==> config.mk <==
export PLATFORM = sky130hd
export DESIGN_NAME = click_noise_test_source_core
export DESIGN_NICKNAME = d
export VERILOG_FILES = /design/src/design/ctns_pkg.sv /design/src/design/ctns_lcg.sv /design/src/design/click_noise_test_source_core.sv
export SDC_FILE = /design/constraint.sdc
export NUM_CORES = 1
export LEC_CHECK = 0
export BUFFER_PORTS_ARGS = -buffer_cell sky130_fd_sc_hd__clkbuf_2
export CAP_MARGIN = 5
export CORE_MARGIN = 3
export CORE_UTILIZATION = 60
export DETAILED_ROUTE_END_ITERATION = 8
export GPL_TIMING_DRIVEN = 1
export MAX_ROUTING_LAYER = met4
export PLACE_DENSITY = 0.78
export SLEW_MARGIN = 25
export SYNTH_ARGS = -nofsm -noshare
export SYNTH_HDL_FRONTEND = slang
export SYNTH_SLANG_ARGS = --single-unit
==> constraint.sdc <==
create_clock -name i_clk -period 14.9 [get_ports i_clk]
set_input_delay 0 -clock i_clk [delete_from_list [all_inputs] [get_ports i_clk]]
set_output_delay 0 -clock i_clk [all_outputs]
set_load 0.01 [all_outputs]
==> src/design/ctns_pkg.sv <==
// Shared constants and types for the click/noise test source.
`default_nettype none

package ctns_pkg;

    // Register indexes on the configuration port
    typedef enum logic [2:0] {
        CFG_SOURCE_MODE    = 3'd0,
        CFG_AUTO_TRIGGER   = 3'd1,
        CFG_TRIGGER_PERIOD = 3'd2,
        CFG_CLICK_LENGTH   = 3'd3,
        CFG_NOISE_LENGTH   = 3'd4
    } t_cfg_idx;

    // Source mode codes; either code with the top bit set selects external
    localparam logic [1:0] MODE_CLICK = 2'd0;
    localparam logic [1:0] MODE_NOISE = 2'd1;

    localparam int CFG_ADDR_W = 3;
    localparam int CFG_DATA_W = 24;

    localparam logic [31:0] LCG_MUL   = 32'd1664525;
    localparam logic [31:0] LCG_ADD   = 32'd1013904223;
    localparam logic [31:0] LCG_SEED  = 32'd1;
    // First value the generator yields after reset (seed advanced once)
    localparam logic [31:0] LCG_FIRST = 32'(LCG_SEED * LCG_MUL + LCG_ADD);

    localparam logic [15:0] CLICK_SCALE     = 16'd200;
    localparam logic [15:0] CLICK_CEIL      = 16'd28000;
    localparam logic [15:0] CLICK_CEIL_STEP = 16'd140;   // CLICK_CEIL / CLICK_SCALE
    localparam logic [15:0] CLICK_MIN       = 16'd4;
    localparam logic [15:0] CLICK_STARTUP   = 16'd110;

    localparam logic [1:0]  RST_SOURCE_MODE    = MODE_CLICK;
    localparam logic        RST_AUTO_TRIGGER   = 1'b1;
    localparam logic [23:0] RST_TRIGGER_PERIOD = 24'd33075;
    localparam logic [15:0] RST_CLICK_LENGTH   = 16'd110;
    localparam logic [15:0] RST_NOISE_LENGTH   = 16'd4410;

endpackage

`default_nettype wire

==> src/design/ctns_lcg.sv <==
// Look-ahead LCG noise generator with recentring and 3/8 scaling.
`default_nettype none

module ctns_lcg (
    input  wire logic        i_clk,
    input  wire logic        i_rst_n,
    input  wire logic        i_advance,
    output logic signed [15:0] o_noise
);
    import ctns_pkg::*;

    // r_state holds the value the next noise word will use
    logic [31:0] r_state;
    logic [31:0] n_state;
    logic [17:0] w_v_ext;
    logic [17:0] w_v3;

    always_comb begin
        n_state = r_state * LCG_MUL + LCG_ADD;
    end

    always_ff @(posedge i_clk) begin
        if (!i_rst_n) begin
            r_state <= LCG_FIRST;
        end else if (i_advance) begin
            r_state <= n_state;
        end
    end

    // top half minus 32768 is the top half with its msb flipped
    always_comb begin
        w_v_ext = {{2{~r_state[31]}}, ~r_state[31], r_state[30:16]};
        w_v3    = w_v_ext + {w_v_ext[16:0], 1'b0};
        o_noise = {w_v3[17], w_v3[17:3]};
    end

    a_hold: assert property (@(posedge i_clk) disable iff (!i_rst_n)
        !i_advance |=> $stable(r_state))
        else $error("lcg state moved without advance");

    a_moves: assert property (@(posedge i_clk) disable iff (!i_rst_n)
        i_advance |=> r_state != $past(r_state))
        else $error("lcg state failed to move on advance");

endmodule

`default_nettype wire

==> src/design/click_noise_test_source_core.sv <==
// Click / noise / pass-through test source, top level.
`default_nettype none

// One word in, one sample word out. An input word is taken every cycle while
// the output register is empty or being drained in the same cycle, so the
// sustained rate is one sample per clock, and each sample word is registered. All
// burst, phase and LCG state is updated in the accept cycle; the longest paths
// run through the 32-bit phase add and period compare into the click reload
// and scaling, and through the 32-bit LCG multiply into the generator state.
// Configuration writes take effect at once and must only happen while idle.
module click_noise_test_source_core #(
    parameter int BLOCK_SAMPLES = 256
) (
    input  wire logic                                i_clk,
    input  wire logic                                i_rst_n,
    input  wire logic                                i_cfg_wr_en,
    input  wire logic [ctns_pkg::CFG_ADDR_W-1:0]     i_cfg_addr,
    input  wire logic [ctns_pkg::CFG_DATA_W-1:0]     i_cfg_wdata,
    input  wire logic                                i_in_valid,
    output logic                                     o_in_ready,
    input  wire logic                                i_manual_trigger,
    input  wire logic signed [15:0]                  i_dry_sample,
    output logic                                     o_out_valid,
    input  wire logic                                i_out_ready,
    output logic signed [15:0]                       o_sample
);
    import ctns_pkg::*;

    localparam int BP_W = (BLOCK_SAMPLES > 1) ? $clog2(BLOCK_SAMPLES) : 1;
    localparam logic [BP_W-1:0] BP_LAST = BP_W'(BLOCK_SAMPLES - 1);
    localparam logic [31:0]     PHASE_STEP = 32'(BLOCK_SAMPLES);

    // configuration
    logic [1:0]  r_mode;
    logic        r_auto;
    logic [23:0] r_period;
    logic [15:0] r_click_len;
    logic [15:0] r_noise_len;

    // state
    logic [31:0]     r_phase,  n_phase;
    logic [15:0]     r_click,  n_click;
    logic [15:0]     r_noise,  n_noise;
    logic [BP_W-1:0] r_bpos,   n_bpos;
    logic            r_out_valid;
    logic [15:0]     r_sample, n_sample;

    logic        w_accept;
    logic        w_gen;
    logic        w_is_noise;
    logic [15:0] w_click_start;
    logic [31:0] w_phase_add;
    logic        w_advance;
    logic signed [15:0] w_noise;

    assign o_in_ready  = !r_out_valid || i_out_ready;
    assign w_accept    = i_in_valid && o_in_ready;
    assign w_gen       = !r_mode[1];    // either code with bit 1 set is external
    assign w_is_noise  = (r_mode == MODE_NOISE);
    assign w_click_start = (r_click_len < CLICK_MIN) ? CLICK_MIN : r_click_len;
    assign o_out_valid = r_out_valid;
    assign o_sample    = r_sample;

    always_ff @(posedge i_clk) begin
        if (!i_rst_n) begin
            r_mode      <= RST_SOURCE_MODE;
            r_auto      <= RST_AUTO_TRIGGER;
            r_period    <= RST_TRIGGER_PERIOD;
            r_click_len <= RST_CLICK_LENGTH;
            r_noise_len <= RST_NOISE_LENGTH;
        end else if (i_cfg_wr_en) begin
            unique case (t_cfg_idx'(i_cfg_addr))
                CFG_SOURCE_MODE:    r_mode      <= i_cfg_wdata[1:0];
                CFG_AUTO_TRIGGER:   r_auto      <= i_cfg_wdata[0];
                CFG_TRIGGER_PERIOD: r_period    <= i_cfg_wdata;
                CFG_CLICK_LENGTH:   r_click_len <= i_cfg_wdata[15:0];
                CFG_NOISE_LENGTH:   r_noise_len <= i_cfg_wdata[15:0];
                default: ;
            endcase
        end
    end

    always_comb begin
        n_phase     = r_phase;
        n_click     = r_click;
        n_noise     = r_noise;
        n_sample    = 16'd0;
        w_advance   = 1'b0;
        w_phase_add = 32'd0;

        if (!w_gen) begin
            n_sample = i_dry_sample;
        end else begin
            // manual trigger first
            if (i_manual_trigger) begin
                n_phase = 32'd0;
                if (w_is_noise) begin
                    n_noise = r_noise_len;
                end else begin
                    n_click = w_click_start;
                end
            end
            // automatic retrigger, checked at block starts only
            w_phase_add = n_phase + PHASE_STEP;
            if (r_bpos == '0 && r_auto) begin
                n_phase = w_phase_add;
                if (w_phase_add >= {8'd0, r_period}) begin
                    n_phase = 32'd0;
                    if (w_is_noise) begin
                        n_noise = r_noise_len;
                    end else begin
                        n_click = w_click_start;
                    end
                end
            end
            if (n_click != 16'd0) begin
                n_sample = (n_click > CLICK_CEIL_STEP) ? CLICK_CEIL
                         : n_click * CLICK_SCALE;
                n_click  = n_click - 16'd1;
            end
            // noise overrides a still-sounding click
            if (w_is_noise && n_noise != 16'd0) begin
                w_advance = 1'b1;
                n_sample  = w_noise;
                n_noise   = n_noise - 16'd1;
            end
        end

        n_bpos = (r_bpos == BP_LAST) ? '0 : r_bpos + BP_W'(1);
    end

    ctns_lcg u_lcg (
        .i_clk     (i_clk),
        .i_rst_n   (i_rst_n),
        .i_advance (w_accept && w_advance),
        .o_noise   (w_noise)
    );

    always_ff @(posedge i_clk) begin
        if (!i_rst_n) begin
            r_phase     <= 32'd0;
            r_click     <= CLICK_STARTUP;
            r_noise     <= 16'd0;
            r_bpos      <= '0;
            r_out_valid <= 1'b0;
        end else begin
            if (w_accept) begin
                r_phase <= n_phase;
                r_click <= n_click;
                r_noise <= n_noise;
                r_bpos  <= n_bpos;
            end
            // hold the word until taken, refill on accept
            if (w_accept) begin
                r_out_valid <= 1'b1;
            end else if (i_out_ready) begin
                r_out_valid <= 1'b0;
            end
        end
    end

    always_ff @(posedge i_clk) begin
        if (w_accept) begin
            r_sample <= n_sample;
        end
    end

    a_accept_fills: assert property (@(posedge i_clk) disable iff (!i_rst_n)
        w_accept |=> r_out_valid)
        else $error("accepted word did not reach the output register");

    a_ext_holds: assert property (@(posedge i_clk) disable iff (!i_rst_n)
        (w_accept && !w_gen) |=>
            ($stable(r_click) && $stable(r_noise) && $stable(r_phase)))
        else $error("burst state moved in external mode");

    // away from an automatic check the phase must read zero after the reload
    a_click_reload: assert property (@(posedge i_clk) disable iff (!i_rst_n)
        (w_accept && w_gen && !w_is_noise && i_manual_trigger
            && (r_bpos != '0 || !r_auto)) |=>
            (r_click == $past(w_click_start) - 16'd1) && (r_phase == 32'd0))
        else $error("manual click trigger did not reload the burst");

    a_block_wrap: assert property (@(posedge i_clk) disable iff (!i_rst_n)
        (w_accept && r_bpos == BP_LAST) |=> r_bpos == '0)
        else $error("block position failed to wrap");

endmodule

`default_nettype wire
==> results by group, run 1 <==
Outcome
  • Status: completed

Power and ir drop
  • Leak: 8.66 nW
  • Seq pwr share: 0.333
  • P per Cell Area: between 80 and 90 nW/um^2
  • Clk pwr share: 0.288
  • Comb power frac: 0.379
  • Cell-internal power: 0.000985 W
  • NetSw: just under 0.0006 W
  • VDD IR max: 88.3 uV
  • Sw Share: 0.372

Die
  • Initial Util: 0.615
  • Chip Width: 178 um
  • IO Pins: between 60 and 70
  • Rows: 62
  • Full die area: 31800 um^2
  • Core Region: 28900 um^2
  • Die H: 178 um

STA
  • Final min period: ~7800 ps
  • Slew Limit Fails: 0
  • Layout Skew: 13.4 ps
  • Final hold vios: 0
  • Final cycle utilization of the critical path: 0.521
  • Setup TNS Final: 0 ps
  • Setup-failing EPs final: 0
  • Hold Slack: 112 ps
  • Achievable Freq: ~130 MHz
  • Setup ws final: 7140 ps
  • RSZ-0062 raised after global routing: false
  • Relative slew margins: 0.280
  • Tightest Pin Transition: 1080 ps

Worst setup path
  • Worst Setup Path Type: reg -> reg
  • Worst setup SP type: flip-flop
  • WP data required: 15100 ps
  • Worst setup EP type: flip-flop
  • Critical Path AT: 7960 ps
  • CP max stage cell: mux2i_1
  • CP max stage delay: between 600 and 700 ps
  • Worst-path maximum fanout: 11

Global routing
  • Gr ovfl total: 0
  • Number of antenna violations at the first check in global routing: 0
  • Vias in the first global route: 15400
  • Largest net degree at the start of global routing: 57
  • Total GRT Usage: 0.325
  • First-pass GRT wire length: 79700 um

Yosys
  • Post-synthesis cell area: 17800 um^2
  • Asr flop ratio synth: 0
  • Top FF cell, synth: dfxtp_1
  • Number of flops mapped to enable cells by yosys: 16
  • Yosys reg bits: 180
  • Register area share after synthesis: 0.211
  • Distinct cells, synth: 84
  • Mapped Nets: 2485
  • YS warnings: 0
  • Post-Synthesis Cells: 2050
  • Synthesized area per cell: about 8.7 um^2

Drt
  • Via count: 15200
  • Antenna-violating nets left: 0
  • Router iterations before antenna repair: 8
  • Routed length on met3: between 3000 and 4000 um
  • DRC Markers: 0
  • Number of vias per cell: 6.02
  • Routed length per instance: between 15 and 20 um
  • Final wirelength: 48600 um
  • WL met1: approximately 21000 um
  • DRT iter0 DRCs: 1491
  • Routed met2 length: 22800 um
  • Highest routed layer: met4

Clocking
  • CTS resizes: 0
  • Clock Tree Root: clkbuf_16
  • Worst-path clk slew: 80 ps
  • Setup Buffers After CTS: 0
  • # clock sinks: 180
  • CTS tree: done
  • Longest Clk Path Bufs: 2
  • Num CTS Buffers: 17
  • Latest clock arrival within the worst-skew pair: 450 ps
  • # H-tree levels: 4

Layout
  • Share of cells above drive strength 1: 0.0749
  • Area grow syn2layout: 9.30%
  • Antenna diode count: 0
  • Final core occ: 0.672
  • Non-Filler Instances: 2520
  • Nets: 2558

Placed design
  • Place WS: 7140 ps
  • I/O Buffers: between 60 and 70
  • Post-DP HPWL: 36400 um
  • Placer Congestion: around 0.95
  • DP Cell Count: between 2000 and 2500

Min path
  • HP Class: in -> reg

Run
  • Max_cap viols: 0
## placed cells by master, fill, tap and decap left out, types with 10 or more instances in the layout
cell / synthesis / final
or3_1: 12 / 12
nand2_1: 258 / 258
o31ai_1: 10 / 10
buf_4: 1 / 12
xor2_1: 27 / 27
and3_1: 23 / 23
a211oi_1: 11 / 11
clkbuf_2: 0 / 66
a31oi_1: 20 / 20
mux2i_1: 31 / 31
dfxtp_1: 164 / 164
a21o_1: 24 / 24
ha_1: 234 / 234
o21ai_0: 74 / 74
edfxtp_1: 16 / 16
mux2_2: 16 / 16
o211ai_1: 22 / 22
nor2_1: 111 / 111
clkbuf_16: 0 / 17
a22oi_1: 19 / 19
nand3_1: 69 / 69
nand4_1: 19 / 19
xnor2_1: 69 / 69
a21oi_1: 121 / 121
nor2b_1: 22 / 22
inv_1: 264 / 263
fa_1: 152 / 152
dlygate4sd3_1: 0 / 46
nand2b_1: 12 / 12
nor3_1: 29 / 28
and2_1: 16 / 16
## final timing paths
| check | startpoint | depth (start not counted) | slack, ps | endpoint |
|---|---|---|---|---|
| max | r_phase[11] | 31 | 7140 | o_sample[15] |
| min | i_cfg_wr_en | 4 | 110 | r_auto |
| max reg2reg | r_phase[11] | 31 | 7140 | o_sample[15] |
| min reg2reg | r_phase[2] | 1 | 460 | r_phase[2] |
## Yosys cell counts (11+ instances only)
| master | count | area [um^2] |
|---|---|---|
| inv_1 | 264 | 991 |
| and3_1 | 23 | 144 |
| o211ai_1 | 22 | 165 |
| a22oi_1 | 19 | 143 |
| nor2b_1 | 22 | 138 |
| mux2_2 | 16 | 180 |
| nor3_1 | 29 | 145 |
| nand2_1 | 258 | 968 |
| edfxtp_1 | 16 | 480 |
| clkbuf_1 | 52 | 195 |
| dfxtp_1 | 164 | 3280 |
| nand2b_1 | 12 | 75.1 |
| xor2_1 | 27 | 236 |
| nor2_1 | 111 | 417 |
| o21ai_0 | 74 | 370 |
| and2_1 | 16 | 100 |
| buf_2 | 13 | 65.1 |
| a21oi_1 | 121 | 606 |
| xnor2_1 | 69 | 604 |
| a31oi_1 | 20 | 125 |
| nand4_1 | 19 | 119 |
| a211oi_1 | 11 | 82.6 |
| nand3_1 | 69 | 345 |
| fa_1 | 152 | 3040 |
| ha_1 | 234 | 2930 |
| or3_1 | 12 | 75.1 |
| a21o_1 | 24 | 180 |
| mux2i_1 | 31 | 310 |
## cell type report
cell class,count,area [um^2]
multi-input combinational,1534,12800
inverter,266,1000
tap,384,480
clock buffer,17,425
sequential,180,3760
fill,2326,9480
timing repair buffer,124,881
clock inverter,15,140
## what timing repair did
item / CTS / global route
endpoints found under the setup margin: 0 / 0
hold endpoints to repair: 77 / 0
hold buffers: 46 / 0
## state kept, by name, indices dropped and copies added (netlist names)
register	cells
r_click_len	16
r_auto	1
r_noise_len	16
r_bpos	8
r_mode	2
o_sample	16
r_noise	16
r_period	24
u_lcg.r_state	32
o_out_valid	1
r_click	16
r_phase	32
## kinds of logic (layout without fill, tap and decap cells)
kind of cell | after synthesis | after routing | share of synthesized area
AOI/OAI and AO/OA | 388 | 388 | 0.144
xor gates and xnor gates | 96 | 96 | 0.0472
adders and majority gates | 386 | 386 | 0.335
buffers and inverters | 336 | 422 | 0.0720
DFF | 180 | 180 | 0.211
muxes | 47 | 47 | 0.0276
and+or+nand+nor | 617 | 617 | 0.163
## metrics by stage
stage | power (W) | instance area [um^2]
floorplan | 0.000961 | 17800
global placement | 0.00108 | 18400
detailed placement | 0.00110 | 18400
CTS | 0.00156 | 19500
global route | 0.00166 | 19500
finish | 0.00157 | 19500
## worst max-delay path, delay by kind of cell, from the launching register on
kind,cells,cell delay [ps]
AOI/OAI and AO/OA,11,2300
and+or+nand+nor,10,1830
adders and majority gates,5,1750
muxes,1,610
DFF,1,440
xor gates and xnor gates,3,430
buffers and inverters,1,150
## layer usage
metal	up-vias	track usage
met3	100	0.0543
met1	7326	0.436
li1	7110	-
met5	-	-
met4	0	0.0792
met2	623	0.518
## power by group through the flow
stage,clock network (W),registers (W),logic (W)
3_3_place_gp,0,0.000533,0.000552
5_1_grt,0.000472,0.000524,0.000665
4_1_cts,0.000455,0.000522,0.000586
3_5_place_dp,0,0.000533,0.000568
6_report,0.000452,0.000523,0.000595
2_1_floorplan,0,0.000533,0.000428
Power figures use the tool's default switching activity.
==> run 2: changes to the inputs <==
==> constraint.sdc (replaced) <==
create_clock -name i_clk -period 8.1 [get_ports i_clk]
set_input_delay 0 -clock i_clk [delete_from_list [all_inputs] [get_ports i_clk]]
set_output_delay 0 -clock i_clk [all_outputs]
set_load 0.01 [all_outputs]
==> run 2 against run 1 <==
Net effect:
- critical path depth shrank 1
- clock skew rose by 2.8 ps
- worst setup slack lost 6500 ps
- die area unchanged
- via count increased by 0.34%
- register-to-register slack worse by 6500 ps
- critical path type unchanged
==> results by group, run 2 (same netlist as run 1, synthesis figures left out) <==
STA
  • Final hold vios: 0 (unchanged)
  • Setup-failing EPs final: 0 (unchanged)
  • RSZ-0062 raised after global routing: false (unchanged)
  • Final cycle utilization of the critical path: 0.922 (was 0.521)
  • Slew Limit Fails: 0 (unchanged)
  • Achievable Freq: 134 MHz (was 129 MHz)
  • Final min period: 7470 ps (was 7760 ps)
  • Tightest Pin Transition: 1050 ps (was 1080 ps)
  • Layout Skew: 16.2 ps (was 13.4 ps)
  • Relative slew margins: 0.301 (was 0.280)
  • Setup ws final: 629 ps (was 7140 ps)
  • Setup TNS Final: 0 ps (unchanged)

Layout
  • Area grow syn2layout: 9.83% (was 9.30%)
  • Register area: 3760 um^2 (unchanged)
  • Commonest non-fill, non-tap cell in the layout: inv_1 (unchanged)
  • Post-route design area: 19500 um^2 (about the same)
  • Fillers: 2256 (was 2326)
  • Nets: 2561 (was 2558)
  • Regs by FF count: r_phase (32), u_lcg.r_state (32), r_period (24) (unchanged)
  • Antenna diode count: 0 (unchanged)
  • Area of the multi-input gates: 12800 um^2 (about the same)
  • Most frequent cells in the layout: inv_1 (263), nand2_1 (258), ha_1 (234), dfxtp_1 (164), fa_1 (152) (unchanged)
  • Share of cells above drive strength 1: 0.0776 (was 0.0749)

Global routing
  • Gr ovfl total: 0 (unchanged)
  • First-pass GRT wire length: 78900 um (was 79700 um)
  • Largest net degree at the start of global routing: 69 (was 57)
  • Total GRT Usage: 0.322 (was 0.325)
  • Vias in the first global route: 15200 (was 15400)
  • Number of antenna violations at the first check in global routing: 0 (unchanged)

Worst setup path
  • CP max stage delay: 490 ps (was 610 ps)
  • Critical Path AT: 7680 ps (was 7960 ps)
  • CP max stage cell: o21ai_2 (was mux2i_1)
  • WP data required: 8310 ps (was 15100 ps)
  • Cell mode on critical path: ha_1
  • Worst setup EP type: flip-flop (unchanged)
  • Worst R2R Path Depth: 30 (was 31)
  • Worst setup SP type: flip-flop (unchanged)
  • CP startpoint: r_phase[8] (was r_phase[11])
  • Reg2reg end: o_sample[15] (unchanged)
  • Worst-path maximum fanout: 11 (unchanged)
  • R2r setup slk: 630 ps (was 7140 ps)
  • Worst Setup Path Type: reg -> reg (unchanged)
  • Reg-to-Reg Start: r_phase[8] (was r_phase[11])
  • Crit path max-delay family: compound AO/OA/AOI/OAI gates (unchanged)
  • Buf/Inv on CP: 1 (unchanged)

Clocking
  • Clock Tree Root: clkbuf_16 (unchanged)
  • Longest Clk Path Bufs: 2 (unchanged)
  • # H-tree levels: 4 (unchanged)
  • Setup Buffers After CTS: 0 (unchanged)
  • Latest clock arrival within the worst-skew pair: 470 ps (was 450 ps)
  • Worst-path clk slew: 80 ps (about the same)
  • Num CTS Buffers: 17 (unchanged)
  • # clock sinks: 180 (unchanged)
  • CTS tree: done (unchanged)

Placed design
  • Placed cell areas: 18500 um^2 (was 18400 um^2)
  • Place WS: 498 ps (was 7140 ps)
  • I/O Buffers: 66 (unchanged)
  • Placer Congestion: 0.954 (was 0.951)
  • Post-DP HPWL: 35900 um (was 36400 um)

Drt
  • Highest routed layer: met4 (unchanged)
  • DRT iter0 DRCs: 1361 (was 1491)
  • Antenna-violating nets left: 0 (unchanged)
  • Via count: 15200 (about the same)
  • Routed length per instance: 18.8 um (was 19.3 um)
  • Number of vias per cell: 6.03 (was 6.02)
  • Router iterations before antenna repair: 6 (was 8)
  • Routed length on met3: 3320 um (was 3250 um)
  • Final wirelength: 47500 um (was 48600 um)
  • Routed met2 length: 22300 um (was 22800 um)
  • DRC Markers: 0 (unchanged)
  • WL met1: 20700 um (was 21400 um)

Power and ir drop
  • VDD IR max: 162 uV (was 88.3 uV)
  • P per Cell Area: 152 nW/um^2 (was 80.7 nW/um^2)
  • Leak: 8.70 nW (was 8.66 nW)
  • Total power: 0.00297 W (was 0.00157 W)

Min path
  • Hold Crit Depth: 4 (unchanged)
  • HP Class: in -> reg (unchanged)
  • Hold path start: i_cfg_wr_en (unchanged)
  • Hold Crit Endpoint: r_auto (unchanged)

Run
  • Max_cap viols: 0 (unchanged)

Die
  • Full die area: 31800 um^2 (unchanged)
  • Die H: 178 um (unchanged)
  • Rows: 62 (unchanged)
  • IO Pins: 67 (unchanged)
  • Core Region: 28900 um^2 (unchanged)
  • Chip Width: 178 um (unchanged)
  • Initial Util: 0.615 (unchanged)

Outcome
  • Status: completed (unchanged)
[run 2: cell types whose count changed in the layout (fill, tap and decap cells not counted), sizes merged]
| cell | change |
|---|---|
| inv | +3 |
| clkinvlp | -2 |
| buf | +4 |
| clkinv | -1 |
| dlygate4sd3 | -1 |
[run 2: worst max path at each step]
stage	to	slack (ps)	cells past startpoint
global placement	o_sample[15]	870	30
floorplan	o_sample[15]	1410	36
finish	o_sample[15]	630	30
detailed placement	o_sample[15]	500	30
CTS	o_sample[15]	450	30
global route	o_sample[15]	70	30
[run 2: worst register-to-register path: cells and delay by family (launching register included)]
kind | cells | cell delay, ps
xor+xnor | 3 | 410
mux | 1 | 400
simple gates | 9 | 1850
compound gates | 10 | 2110
flops | 1 | 410
buf+inv | 1 | 120
fa+ha+maj | 6 | 1960
[run 2: what timing repair did]
| item | CTS | global route |
|---|---|---|
| hold buffers | 45 | 0 |
| resized for setup | 0 | 2 |
| setup endpoints to repair | 0 | 2 |
| hold endpoints to repair | 76 | 0 |
[run 2: cell type report]
class | instances | share of cell area
clock buffer | 17 | 0.0218
clock inverter | 15 | 0.0104
inverter | 266 | 0.0511
multi-input combinational | 1534 | 0.653
sequential | 180 | 0.193
tap | 384 | 0.0246
timing repair buffer | 127 | 0.0461
[run 2: power breakdown]
group	leakage, nW	internal, W	switching [W]	total, W
combinational	6.91	0.000469	0.000634	0.00110
clock	0.306	0.000434	0.000468	0.000902
sequential	1.48	0.000937	0.0000260	0.000963
total	8.70	0.00184	0.00113	0.00297
[run 2: routing by layer]
metal	vias to the layer above	global-route usage
li1	7113	-
met1	7389	0.432
met4	0	0.0977
met5	-	-
met3	110	0.0536
met2	599	0.503
[run 2: per-stage QoR]
| step | util | hold WS, ps | std cells |
|---|---|---|---|
| final | 0.676 | 130 | 2523 |
| after global placement | 0.638 | 231 | 2446 |
| after global routing | 0.676 | 165 | 2523 |
| after detailed placement | 0.638 | 233 | 2446 |
| after CTS | 0.675 | 82.0 | 2523 |
| after floorplan | - | 124 | 2050 |
